===== config.mk =====
export PLATFORM = sky130hd
export DESIGN_NAME = playfair_digraph_decrypt
export DESIGN_NICKNAME = d
export VERILOG_FILES = /design/src/hw/rtl/pfd_pkg.sv /design/src/hw/rtl/pfd_ram.sv /design/src/hw/rtl/pfd_corner.sv /design/src/hw/rtl/playfair_digraph_decrypt.sv
export VERILOG_INCLUDE_DIRS = /design/src /design/src/hw/rtl
export SDC_FILE = /design/constraint.sdc
export NUM_CORES = 1
export LEC_CHECK = 0
export BUFFER_PORTS_ARGS = -buffer_cell sky130_fd_sc_hd__buf_4
export CAP_MARGIN = 10
export CORE_MARGIN = 5
export CORE_UTILIZATION = 55
export CTS_BUF_LIST = sky130_fd_sc_hd__clkbuf_8 sky130_fd_sc_hd__clkbuf_16
export DETAILED_ROUTE_END_ITERATION = 12
export PLACE_DENSITY = 0.71
export SYNTH_ARGS = -nofsm -noshare
export SYNTH_HDL_FRONTEND = slang
export SYNTH_SLANG_ARGS = --single-unit

===== constraint.sdc =====
create_clock -name clk -period 7.27 [get_ports clk]
set_input_delay 0.727 -clock clk [delete_from_list [all_inputs] [get_ports clk]]
set_output_delay 0.727 -clock clk [all_outputs]
set_load 0.03 [all_outputs]

===== src/hw/rtl/playfair_digraph_decrypt_macros.svh =====
// Assertion helpers for the digraph decryptor.
`ifndef PLAYFAIR_DIGRAPH_DECRYPT_MACROS_SVH
`define PLAYFAIR_DIGRAPH_DECRYPT_MACROS_SVH

`ifndef SYNTH
`define PFD_ASSERT_SAME(lbl, clk, rst_n, ante, cons, msg) \
	lbl: assert property (@(posedge clk) disable iff (!rst_n) (ante) |-> (cons)) \
		else $error(msg);
`define PFD_ASSERT_NEXT(lbl, clk, rst_n, ante, cons, msg) \
	lbl: assert property (@(posedge clk) disable iff (!rst_n) (ante) |=> (cons)) \
		else $error(msg);
`else
`define PFD_ASSERT_SAME(lbl, clk, rst_n, ante, cons, msg)
`define PFD_ASSERT_NEXT(lbl, clk, rst_n, ante, cons, msg)
`endif

`endif


===== src/hw/rtl/pfd_pkg.sv =====
`default_nettype none

package pfd_pkg;

	localparam int NUM_CELLS   = 25;
	localparam int NUM_LETTERS = 26;
	localparam int SQ_DIM      = 5;

	localparam logic [1:0] OP_CLEAR    = 2'd0;
	localparam logic [1:0] OP_KEY      = 2'd1;
	localparam logic [1:0] OP_KEY_DONE = 2'd2;
	localparam logic [1:0] OP_DECRYPT  = 2'd3;

	localparam logic [7:0] UC_A = 8'h41;
	localparam logic [7:0] UC_Z = 8'h5A;
	localparam logic [7:0] LC_A = 8'h61;
	localparam logic [7:0] LC_Z = 8'h7A;
	localparam logic [7:0] CASE_GAP = 8'h20;

	localparam logic [4:0] IDX_I    = 5'd8;
	localparam logic [4:0] IDX_J    = 5'd9;
	localparam logic [4:0] IDX_LAST = 5'd25;
	localparam logic [4:0] CELL_MAX = 5'd25;

	typedef struct packed {
		logic       ok;
		logic [4:0] idx;
	} ltr_idx_t;

	typedef struct packed {
		logic [2:0] row;
		logic [2:0] col;
	} rc_t;

	// key character: folds lower case and J
	function automatic ltr_idx_t key_index(input logic [7:0] ch);
		ltr_idx_t r;
		logic [7:0] up;
		r.ok = 1'b0;
		r.idx = '0;
		up = ch;
		if (ch inside {[LC_A:LC_Z]})
			up = ch - CASE_GAP;
		if (up inside {[UC_A:UC_Z]}) begin
			r.ok = 1'b1;
			r.idx = 5'(up - UC_A);
			if (r.idx == IDX_J)
				r.idx = IDX_I;
		end
		return r;
	endfunction

	// ciphertext character: upper case only, J taken as I
	function automatic ltr_idx_t cipher_index(input logic [7:0] ch);
		ltr_idx_t r;
		r.ok = 1'b0;
		r.idx = '0;
		if (ch inside {[UC_A:UC_Z]}) begin
			r.ok = 1'b1;
			r.idx = 5'(ch - UC_A);
			if (r.idx == IDX_J)
				r.idx = IDX_I;
		end
		return r;
	endfunction

	// cell number to row and column, cell below 25
	function automatic rc_t pos_to_rc(input logic [4:0] pos);
		rc_t r;
		if (pos >= 5'd20) begin
			r.row = 3'd4;
			r.col = 3'(pos - 5'd20);
		end else if (pos >= 5'd15) begin
			r.row = 3'd3;
			r.col = 3'(pos - 5'd15);
		end else if (pos >= 5'd10) begin
			r.row = 3'd2;
			r.col = 3'(pos - 5'd10);
		end else if (pos >= 5'd5) begin
			r.row = 3'd1;
			r.col = 3'(pos - 5'd5);
		end else begin
			r.row = 3'd0;
			r.col = 3'(pos);
		end
		return r;
	endfunction

	function automatic logic [2:0] dec_wrap(input logic [2:0] v);
		return (v == 3'd0) ? 3'(SQ_DIM - 1) : v - 3'd1;
	endfunction

	function automatic logic [4:0] rc_to_cell(input rc_t rc);
		return {rc.row, 2'b00} + 5'(rc.row) + 5'(rc.col);
	endfunction

endpackage

`default_nettype wire


===== src/hw/rtl/pfd_ram.sv =====
`default_nettype none

// one write port, two registered read ports
module pfd_ram #(
	parameter int DEPTH = 32,
	parameter int WIDTH = 8,
	localparam int AW = $clog2(DEPTH)
) (
	input  wire logic             clk,
	input  wire logic             we,
	input  wire logic [AW-1:0]    waddr,
	input  wire logic [WIDTH-1:0] wdata,
	input  wire logic [AW-1:0]    raddr_a,
	input  wire logic [AW-1:0]    raddr_b,
	output logic      [WIDTH-1:0] rdata_a,
	output logic      [WIDTH-1:0] rdata_b
);

	logic [WIDTH-1:0] mem [DEPTH];

	always_ff @(posedge clk) begin
		if (we)
			mem[waddr] <= wdata;
	end

	always_ff @(posedge clk) begin
		rdata_a <= mem[raddr_a];
		rdata_b <= mem[raddr_b];
	end

endmodule

`default_nettype wire


===== src/hw/rtl/pfd_corner.sv =====
`default_nettype none

// Playfair decrypt rule on two cell numbers: gives the two cells to read
module pfd_corner (
	input  wire logic [4:0] pos_a,
	input  wire logic [4:0] pos_b,
	output logic      [4:0] cell_a,
	output logic      [4:0] cell_b
);

	pfd_pkg::rc_t rc_a, rc_b, out_a, out_b;

	always_comb begin
		rc_a = pfd_pkg::pos_to_rc(pos_a);
		rc_b = pfd_pkg::pos_to_rc(pos_b);
		if (rc_a.row == rc_b.row) begin
			out_a = '{row: rc_a.row, col: pfd_pkg::dec_wrap(rc_a.col)};
			out_b = '{row: rc_b.row, col: pfd_pkg::dec_wrap(rc_b.col)};
		end else if (rc_a.col == rc_b.col) begin
			out_a = '{row: pfd_pkg::dec_wrap(rc_a.row), col: rc_a.col};
			out_b = '{row: pfd_pkg::dec_wrap(rc_b.row), col: rc_b.col};
		end else begin
			out_a = '{row: rc_a.row, col: rc_b.col};
			out_b = '{row: rc_b.row, col: rc_a.col};
		end
		cell_a = pfd_pkg::rc_to_cell(out_a);
		cell_b = pfd_pkg::rc_to_cell(out_b);
	end

endmodule

`default_nettype wire


===== src/hw/rtl/playfair_digraph_decrypt.sv =====
`default_nettype none

// Playfair 5x5 digraph decryptor. A request is taken when start is high and
// busy is low; its result appears on plain_a, plain_b and bad_letter for one
// cycle with done high, and the receiver cannot stall it. Clear and key-letter
// requests give their result in the next cycle. Key done walks the 26
// letters one per cycle, then raises done. A decrypt pair reads the
// letter-position memory, then the key-square memory, each read registered;
// a pair with a letter outside the square is echoed with bad_letter set in
// the next cycle. Decrypting before the square is full may read cells that
// were never written.
module playfair_digraph_decrypt (
	input  wire logic       clk,
	input  wire logic       arst_n,
	input  wire logic       start,
	output logic            busy,
	input  wire logic [1:0] opcode,
	input  wire logic [7:0] letter_a,
	input  wire logic [7:0] letter_b,
	output logic            done,
	output logic      [7:0] plain_a,
	output logic      [7:0] plain_b,
	output logic            bad_letter
);

	localparam logic [1:0] S_IDLE = 2'd0;
	localparam logic [1:0] S_FILL = 2'd1;
	localparam logic [1:0] S_POS  = 2'd2;
	localparam logic [1:0] S_SQ   = 2'd3;

	logic [1:0]  state_q;
	logic [25:0] used_q;
	logic [4:0]  fill_q;
	logic [4:0]  fill_idx_q;
	logic        done_q, bad_q;
	logic [7:0]  plain_a_q, plain_b_q;

	logic        accept;
	pfd_pkg::ltr_idx_t key_li, ca_li, cb_li;
	logic        pair_ok;
	logic        place_req, place_do;
	logic [4:0]  place_idx;
	logic [4:0]  pos_a, pos_b, cell_a, cell_b, sq_a, sq_b;

	assign busy   = (state_q != S_IDLE);
	assign accept = start && !busy;

	always_comb begin
		key_li  = pfd_pkg::key_index(letter_a);
		ca_li   = pfd_pkg::cipher_index(letter_a);
		cb_li   = pfd_pkg::cipher_index(letter_b);
		pair_ok = ca_li.ok && cb_li.ok && used_q[ca_li.idx] && used_q[cb_li.idx];
	end

	// at most one letter placed per cycle, from a key request or the key-done walk
	always_comb begin
		place_req = 1'b0;
		place_idx = key_li.idx;
		if (state_q == S_FILL) begin
			place_req = (fill_idx_q != pfd_pkg::IDX_J);
			place_idx = fill_idx_q;
		end else if (accept && opcode == pfd_pkg::OP_KEY) begin
			place_req = key_li.ok;
		end
		place_do = place_req && !used_q[place_idx] && (fill_q < pfd_pkg::CELL_MAX);
	end

	pfd_ram #(.DEPTH(pfd_pkg::NUM_LETTERS), .WIDTH(5)) u_pos_ram (
		.clk     (clk),
		.we      (place_do),
		.waddr   (place_idx),
		.wdata   (fill_q),
		.raddr_a (ca_li.idx),
		.raddr_b (cb_li.idx),
		.rdata_a (pos_a),
		.rdata_b (pos_b)
	);

	pfd_corner u_corner (
		.pos_a  (pos_a),
		.pos_b  (pos_b),
		.cell_a (cell_a),
		.cell_b (cell_b)
	);

	pfd_ram #(.DEPTH(pfd_pkg::NUM_CELLS), .WIDTH(5)) u_sq_ram (
		.clk     (clk),
		.we      (place_do),
		.waddr   (fill_q),
		.wdata   (place_idx),
		.raddr_a (cell_a),
		.raddr_b (cell_b),
		.rdata_a (sq_a),
		.rdata_b (sq_b)
	);

	always_ff @(posedge clk or negedge arst_n) begin
		if (!arst_n) begin
			state_q    <= S_IDLE;
			used_q     <= '0;
			fill_q     <= '0;
			fill_idx_q <= '0;
			done_q     <= 1'b0;
			bad_q      <= 1'b0;
			plain_a_q  <= '0;
			plain_b_q  <= '0;
		end else begin
			done_q    <= 1'b0;
			bad_q     <= 1'b0;
			plain_a_q <= '0;
			plain_b_q <= '0;
			if (place_do) begin
				used_q[place_idx] <= 1'b1;
				fill_q            <= fill_q + 5'd1;
			end
			case (state_q)
				S_IDLE: begin
					if (accept) begin
						case (opcode)
							pfd_pkg::OP_CLEAR: begin
								used_q <= '0;
								fill_q <= '0;
								done_q <= 1'b1;
							end
							pfd_pkg::OP_KEY: begin
								done_q <= 1'b1;
							end
							pfd_pkg::OP_KEY_DONE: begin
								fill_idx_q <= '0;
								state_q    <= S_FILL;
							end
							default: begin
								if (pair_ok) begin
									state_q <= S_POS;
								end else begin
									done_q    <= 1'b1;
									bad_q     <= 1'b1;
									plain_a_q <= letter_a;
									plain_b_q <= letter_b;
								end
							end
						endcase
					end
				end
				S_FILL: begin
					if (fill_idx_q == pfd_pkg::IDX_LAST) begin
						done_q  <= 1'b1;
						state_q <= S_IDLE;
					end else begin
						fill_idx_q <= fill_idx_q + 5'd1;
					end
				end
				S_POS: begin
					state_q <= S_SQ;
				end
				S_SQ: begin
					done_q    <= 1'b1;
					plain_a_q <= 8'(sq_a) + pfd_pkg::UC_A;
					plain_b_q <= 8'(sq_b) + pfd_pkg::UC_A;
					state_q   <= S_IDLE;
				end
				default: begin
					state_q <= S_IDLE;
				end
			endcase
		end
	end

	assign done       = done_q;
	assign bad_letter = bad_q;
	assign plain_a    = plain_a_q;
	assign plain_b    = plain_b_q;

`include "playfair_digraph_decrypt_macros.svh"

	`PFD_ASSERT_SAME(a_done_idle, clk, arst_n, done_q, state_q == S_IDLE, "result while busy")
	`PFD_ASSERT_SAME(a_bad_done, clk, arst_n, bad_q, done_q, "bad flag without result")
	`PFD_ASSERT_SAME(a_fill_range, clk, arst_n, 1'b1, fill_q <= pfd_pkg::CELL_MAX, "fill past square")
	`PFD_ASSERT_NEXT(a_pos_to_sq, clk, arst_n, state_q == S_POS, state_q == S_SQ, "lookup skipped")
	`PFD_ASSERT_NEXT(a_short_op, clk, arst_n, accept && (opcode == pfd_pkg::OP_CLEAR || opcode == pfd_pkg::OP_KEY), done_q, "key request gave no result")

endmodule

`default_nettype wire


==> impl_results.md <==
- Result of the run: finished clean
- Clock sink count: 331
- Worst-case reg-to-reg path depth: 17
- Detail Route Antenna Nets: 0
- Kind of capture point of the worst setup path: flop
- Clock Root Buffer: sky130_fd_sc_hd__clkbuf_16
- Synth area leader: sky130_fd_sc_hd__edfxtp_1
- Pin count of the biggest net entering global routing: 57
- Clock input transition at the sequential cells of the worst setup and hold paths: 0.06 ns
- Die W: 191 um
- Period utilization: 0.862
- Post-DP HPWL: 34.1 mm
- Multi-input logic area: 8110 um^2
- Number of hold-slack violations in the final timing report: 0
- Vias/cell: 6.67
- Skew-Pair Late Insertion Delay: 0.52 ns
- Primary FF master, synth: sky130_fd_sc_hd__edfxtp_1
- Share of final-layout standard cells stronger than drive strength 1: 0.175
- Least-Margin Pin Slew: 1.19 ns
- Biggest area contributors in the synthesized netlist: sky130_fd_sc_hd__edfxtp_1 (42%), sky130_fd_sc_hd__mux4_2 (10%), sky130_fd_sc_hd__dfrtp_1 (7.8%), sky130_fd_sc_hd__nand2_1 (5.0%), sky130_fd_sc_hd__ha_1 (3.5%)
- Post-detailed-routing wire length: 50.6 mm
- Fmax: 0.160 GHz
- CTS hold repair buffers: 0
- Area of the core region: 32500 um^2
- Shortest clock period the worst path allows after layout: 6.26 ns
- Number of global-route vias before repair: 13156
- Site row count: 66
- Max Cap Violations: 0
- Clock tree from TritonCTS: done
- Register cell area after layout: 9460 um^2
- Setup violators final: 0
- Share of async-settable or async-resettable flops after synthesis: 0.169
- Worst ir drop on vdd: 0.490 mV
- Slowest library cell on the worst path: sky130_fd_sc_hd__ha_1
- Sum of overflow across all layers after global routing: 0
- Post-CTS Setup Inserts: 0
- Setup repair after global routing missed its margin: false
- Final worst clock skew: 0.0199 ns
- DR pass1 iterations: 5
- Area growth from synthesis to layout: 10.4%
- Required time of the worst setup path: 7.68 ns
- Number of input and output port buffers inserted: 39
- Worst endpoint data arrival time: 6.67 ns
- Final layout net count: 1578
- Register bit count reported by yosys: 331
- Post-cts sizing count: 0
- Proportion of synthesized chip area in sequential cells: 0.525
- Internal power contribution: 0.00590 W
- Sequential power share: 0.248
- Most frequent cell on the critical path: sky130_fd_sc_hd__ha_1
- Syn Std Cell Area: 18000 um^2
- Proportion of total power due to net switching: 0.387
- Final weighted congestion of routability-driven global placement: 1.01
- Type of origin of the critical path: flop
- Initial cell density of the core: 0.555
- Number of synthesis warnings: 0
- Net load switching power: 0.00373 W
- Unique masters post-synth: 78
- Final-layout setup total negative slack: 0 ns
- Area of the die: 36500 um^2
- Average cell area after synthesis: 12.1 um^2
- Vias after detailed routing: 13156
- Antenna fix cells: 0
- Number of DRC violations after detailed-routing iteration 0: 1390
- Overall track demand over capacity in global routing: 0.279
- Die Span Y: 191 um
- Top-Level Pins: 40
- Minimum setup slack among reg-to-reg paths: 1.01 ns
- Cell-by-cell listing of the critical path: inv_1 -> ha_1 -> a22o_1 -> nor4_1 -> a211oi_1 -> o21a_1 -> a221oi_1 -> xnor2_1 -> nand4_1 -> nor2b_1 -> a21oi_1 -> ha_1 -> ha_1 -> buf_4 -> mux4_2 -> mux4_2 -> mux2_2
- EDFF count, synth: 255
- Classification of the worst-slack hold path: in2async
- Maximum level of the CTS H-tree: 2
- Maximum root-to-sink buffer count: 3
- Overall Power: 0.00962 W
- Post-route DRC: 0
- Worst-path maximum fanout: 18
- Cell class contributing the biggest share of worst-path delay: adder cells
- Initial antenna violation count: 0
- Kind of critical path: reg2reg
- DR WL/cell: 25.6 um
- Post-Synthesis Cells: 1484
- Layout filler cell count: 2477
- PD cells: 484 nW/um^2
- Headroom to the max-slew limit: 0.200
- Slowest cell delay on critical path: 0.91 ns
- Launch point of the worst reg-to-reg path: u_pos_ram.rdata_b[1]
- Part of the total power dissipated in the clock network: 0.177
- Wire length of the first global-routing pass: 77.9 mm
- Endpoint of the lowest-slack register-to-register path: u_sq_ram.rdata_a[1]
- Number of buffer and inverter stages on the critical path: 2
- Number of pins with negative max-slew slack in the final report: 0
- Num CTS Buffers: 36
- Logic pwr share: 0.575
- Top cell type's share of synthesized area: 0.425
- Leakage power of the design: 7.25 nW
- Number of nets in the synthesized netlist: 1559
through the flow:
step	utilization	cells	cell area [um^2]	hold WS [ns]	setup slack, ns
floorplan	-	1484	18000	0.426	1.96
global placement	0.579	1907	18800	0.530	1.13
detailed placement	0.579	1907	18800	0.534	0.945
CTS	0.613	1972	19900	0.306	0.988
global route	0.613	1972	19900	0.349	0.623
finish	0.613	1972	19900	0.289	1.01
cell type report:
cell class,count,share of cell area
timing repair buffer,67,0.0253
inverter,45,0.00862
clock inverter,26,0.00761
tap,442,0.0278
sequential,331,0.476
multi-input combinational,1022,0.408
clock buffer,39,0.0474
cell families (layout without fill, tap and decap cells):
family                     after synthesis  in the layout  share of synthesized area
and+or+nand+nor                        520            520                      0.139
DFF                                    331            331                      0.525
AOI/OAI and AO/OA                      276            276                      0.116
muxes                                  142            142                      0.137
buffers and inverters                  131            177                     0.0285
adders and majority gates               54             54                     0.0392
xor gates and xnor gates                30             30                     0.0146
worst max-delay path by stage:
stage | from | to | cells after the start
after global placement | letter_a[0] | u_pos_ram.mem[6][1] | 13
after global routing | u_pos_ram.rdata_b[1] | u_sq_ram.rdata_a[1] | 16
after floorplan | u_pos_ram.rdata_b[1] | u_sq_ram.rdata_a[0] | 17
final | u_pos_ram.rdata_b[1] | u_sq_ram.rdata_a[1] | 17
after detailed placement | letter_a[0] | u_pos_ram.mem[6][3] | 13
after CTS | u_pos_ram.rdata_b[1] | u_sq_ram.rdata_a[1] | 17
cells in the mapped netlist (7+ instances only):
| cell | number |
|---|---|
| sky130_fd_sc_hd__a211oi_1 | 14 |
| sky130_fd_sc_hd__a21o_1 | 14 |
| sky130_fd_sc_hd__a21oi_1 | 29 |
| sky130_fd_sc_hd__a221oi_1 | 10 |
| sky130_fd_sc_hd__a22o_1 | 14 |
| sky130_fd_sc_hd__a311o_1 | 10 |
| sky130_fd_sc_hd__a311oi_1 | 35 |
| sky130_fd_sc_hd__a31o_2 | 8 |
| sky130_fd_sc_hd__a31oi_1 | 11 |
| sky130_fd_sc_hd__and3_1 | 21 |
| sky130_fd_sc_hd__buf_1 | 11 |
| sky130_fd_sc_hd__buf_2 | 9 |
| sky130_fd_sc_hd__clkbuf_1 | 64 |
| sky130_fd_sc_hd__dfrtp_1 | 56 |
| sky130_fd_sc_hd__dfxtp_1 | 20 |
| sky130_fd_sc_hd__edfxtp_1 | 255 |
| sky130_fd_sc_hd__ha_1 | 50 |
| sky130_fd_sc_hd__inv_1 | 43 |
| sky130_fd_sc_hd__mux2_2 | 14 |
| sky130_fd_sc_hd__mux2i_1 | 45 |
| sky130_fd_sc_hd__mux4_2 | 83 |
| sky130_fd_sc_hd__nand2_1 | 242 |
| sky130_fd_sc_hd__nand2b_1 | 10 |
| sky130_fd_sc_hd__nand3_1 | 71 |
| sky130_fd_sc_hd__nand4_1 | 16 |
| sky130_fd_sc_hd__nor2_1 | 67 |
| sky130_fd_sc_hd__nor2b_1 | 9 |
| sky130_fd_sc_hd__nor3_1 | 23 |
| sky130_fd_sc_hd__nor3_2 | 14 |
| sky130_fd_sc_hd__nor3b_1 | 7 |
| sky130_fd_sc_hd__o21a_1 | 28 |
| sky130_fd_sc_hd__o21ai_0 | 30 |
| sky130_fd_sc_hd__o221ai_1 | 9 |
| sky130_fd_sc_hd__o22ai_1 | 9 |
| sky130_fd_sc_hd__o41ai_1 | 8 |
| sky130_fd_sc_hd__xnor2_1 | 18 |
| sky130_fd_sc_hd__xor2_1 | 12 |
registers in the layout, indices dropped and copies added (netlist names):
signal	cells
u_pos_ram.rdata_b	5
u_sq_ram.mem	125
fill_q	5
used_q	26
done	1
plain_a	8
u_sq_ram.rdata_b	5
u_pos_ram.mem	130
u_sq_ram.rdata_a	5
plain_b	8
bad_letter	1
state_q	2
fill_idx_q	5
u_pos_ram.rdata_a	5
routing by layer:
metal / global-route usage / part of all wire / wire length [um]
met2: 0.448 / 0.47 / 23800
met3: 0.0491 / 0.095 / 4830
met1: 0.388 / 0.40 / 20000
met5: 0 / 0 / 0
met4: 0.101 / 0.038 / 1920
power by group through the flow:
stage / registers, W / clock network (W) / logic, W
after global placement: 0.00242 / 0 / 0.00530
after CTS: 0.00239 / 0.00171 / 0.00554
after global routing: 0.00240 / 0.00180 / 0.00593
after floorplan: 0.00244 / 0 / 0.00403
after detailed placement: 0.00242 / 0 / 0.00547
final: 0.00239 / 0.00170 / 0.00554
placed cells by master, fill, tap and decap left out, types with 7 or more instances in the layout:
master	n
sky130_fd_sc_hd__edfxtp_1	255
sky130_fd_sc_hd__nand2_1	242
sky130_fd_sc_hd__mux4_2	83
sky130_fd_sc_hd__nand3_1	70
sky130_fd_sc_hd__buf_4	67
sky130_fd_sc_hd__nor2_1	64
sky130_fd_sc_hd__dfrtp_1	56
sky130_fd_sc_hd__inv_1	48
sky130_fd_sc_hd__ha_1	48
sky130_fd_sc_hd__mux2i_1	45
sky130_fd_sc_hd__clkbuf_16	36
sky130_fd_sc_hd__a311oi_1	35
sky130_fd_sc_hd__o21ai_0	30
sky130_fd_sc_hd__a21oi_1	29
sky130_fd_sc_hd__o21a_1	28
sky130_fd_sc_hd__nor3_1	22
sky130_fd_sc_hd__and3_1	21
sky130_fd_sc_hd__dfxtp_1	20
sky130_fd_sc_hd__xnor2_1	18
sky130_fd_sc_hd__nand4_1	16
sky130_fd_sc_hd__nor3_2	15
sky130_fd_sc_hd__a22o_1	14
sky130_fd_sc_hd__a21o_1	14
sky130_fd_sc_hd__mux2_2	14
sky130_fd_sc_hd__a211oi_1	13
sky130_fd_sc_hd__xor2_1	11
sky130_fd_sc_hd__a31oi_1	11
sky130_fd_sc_hd__a221oi_1	10
sky130_fd_sc_hd__a311o_1	10
sky130_fd_sc_hd__nand2b_1	9
sky130_fd_sc_hd__o221ai_1	9
sky130_fd_sc_hd__nor2b_1	9
sky130_fd_sc_hd__o22ai_1	9
sky130_fd_sc_hd__a31o_2	8
sky130_fd_sc_hd__clkinv_1	8
sky130_fd_sc_hd__nor3b_1	7
No activity file was read; power rests on OpenSTA's default activity.
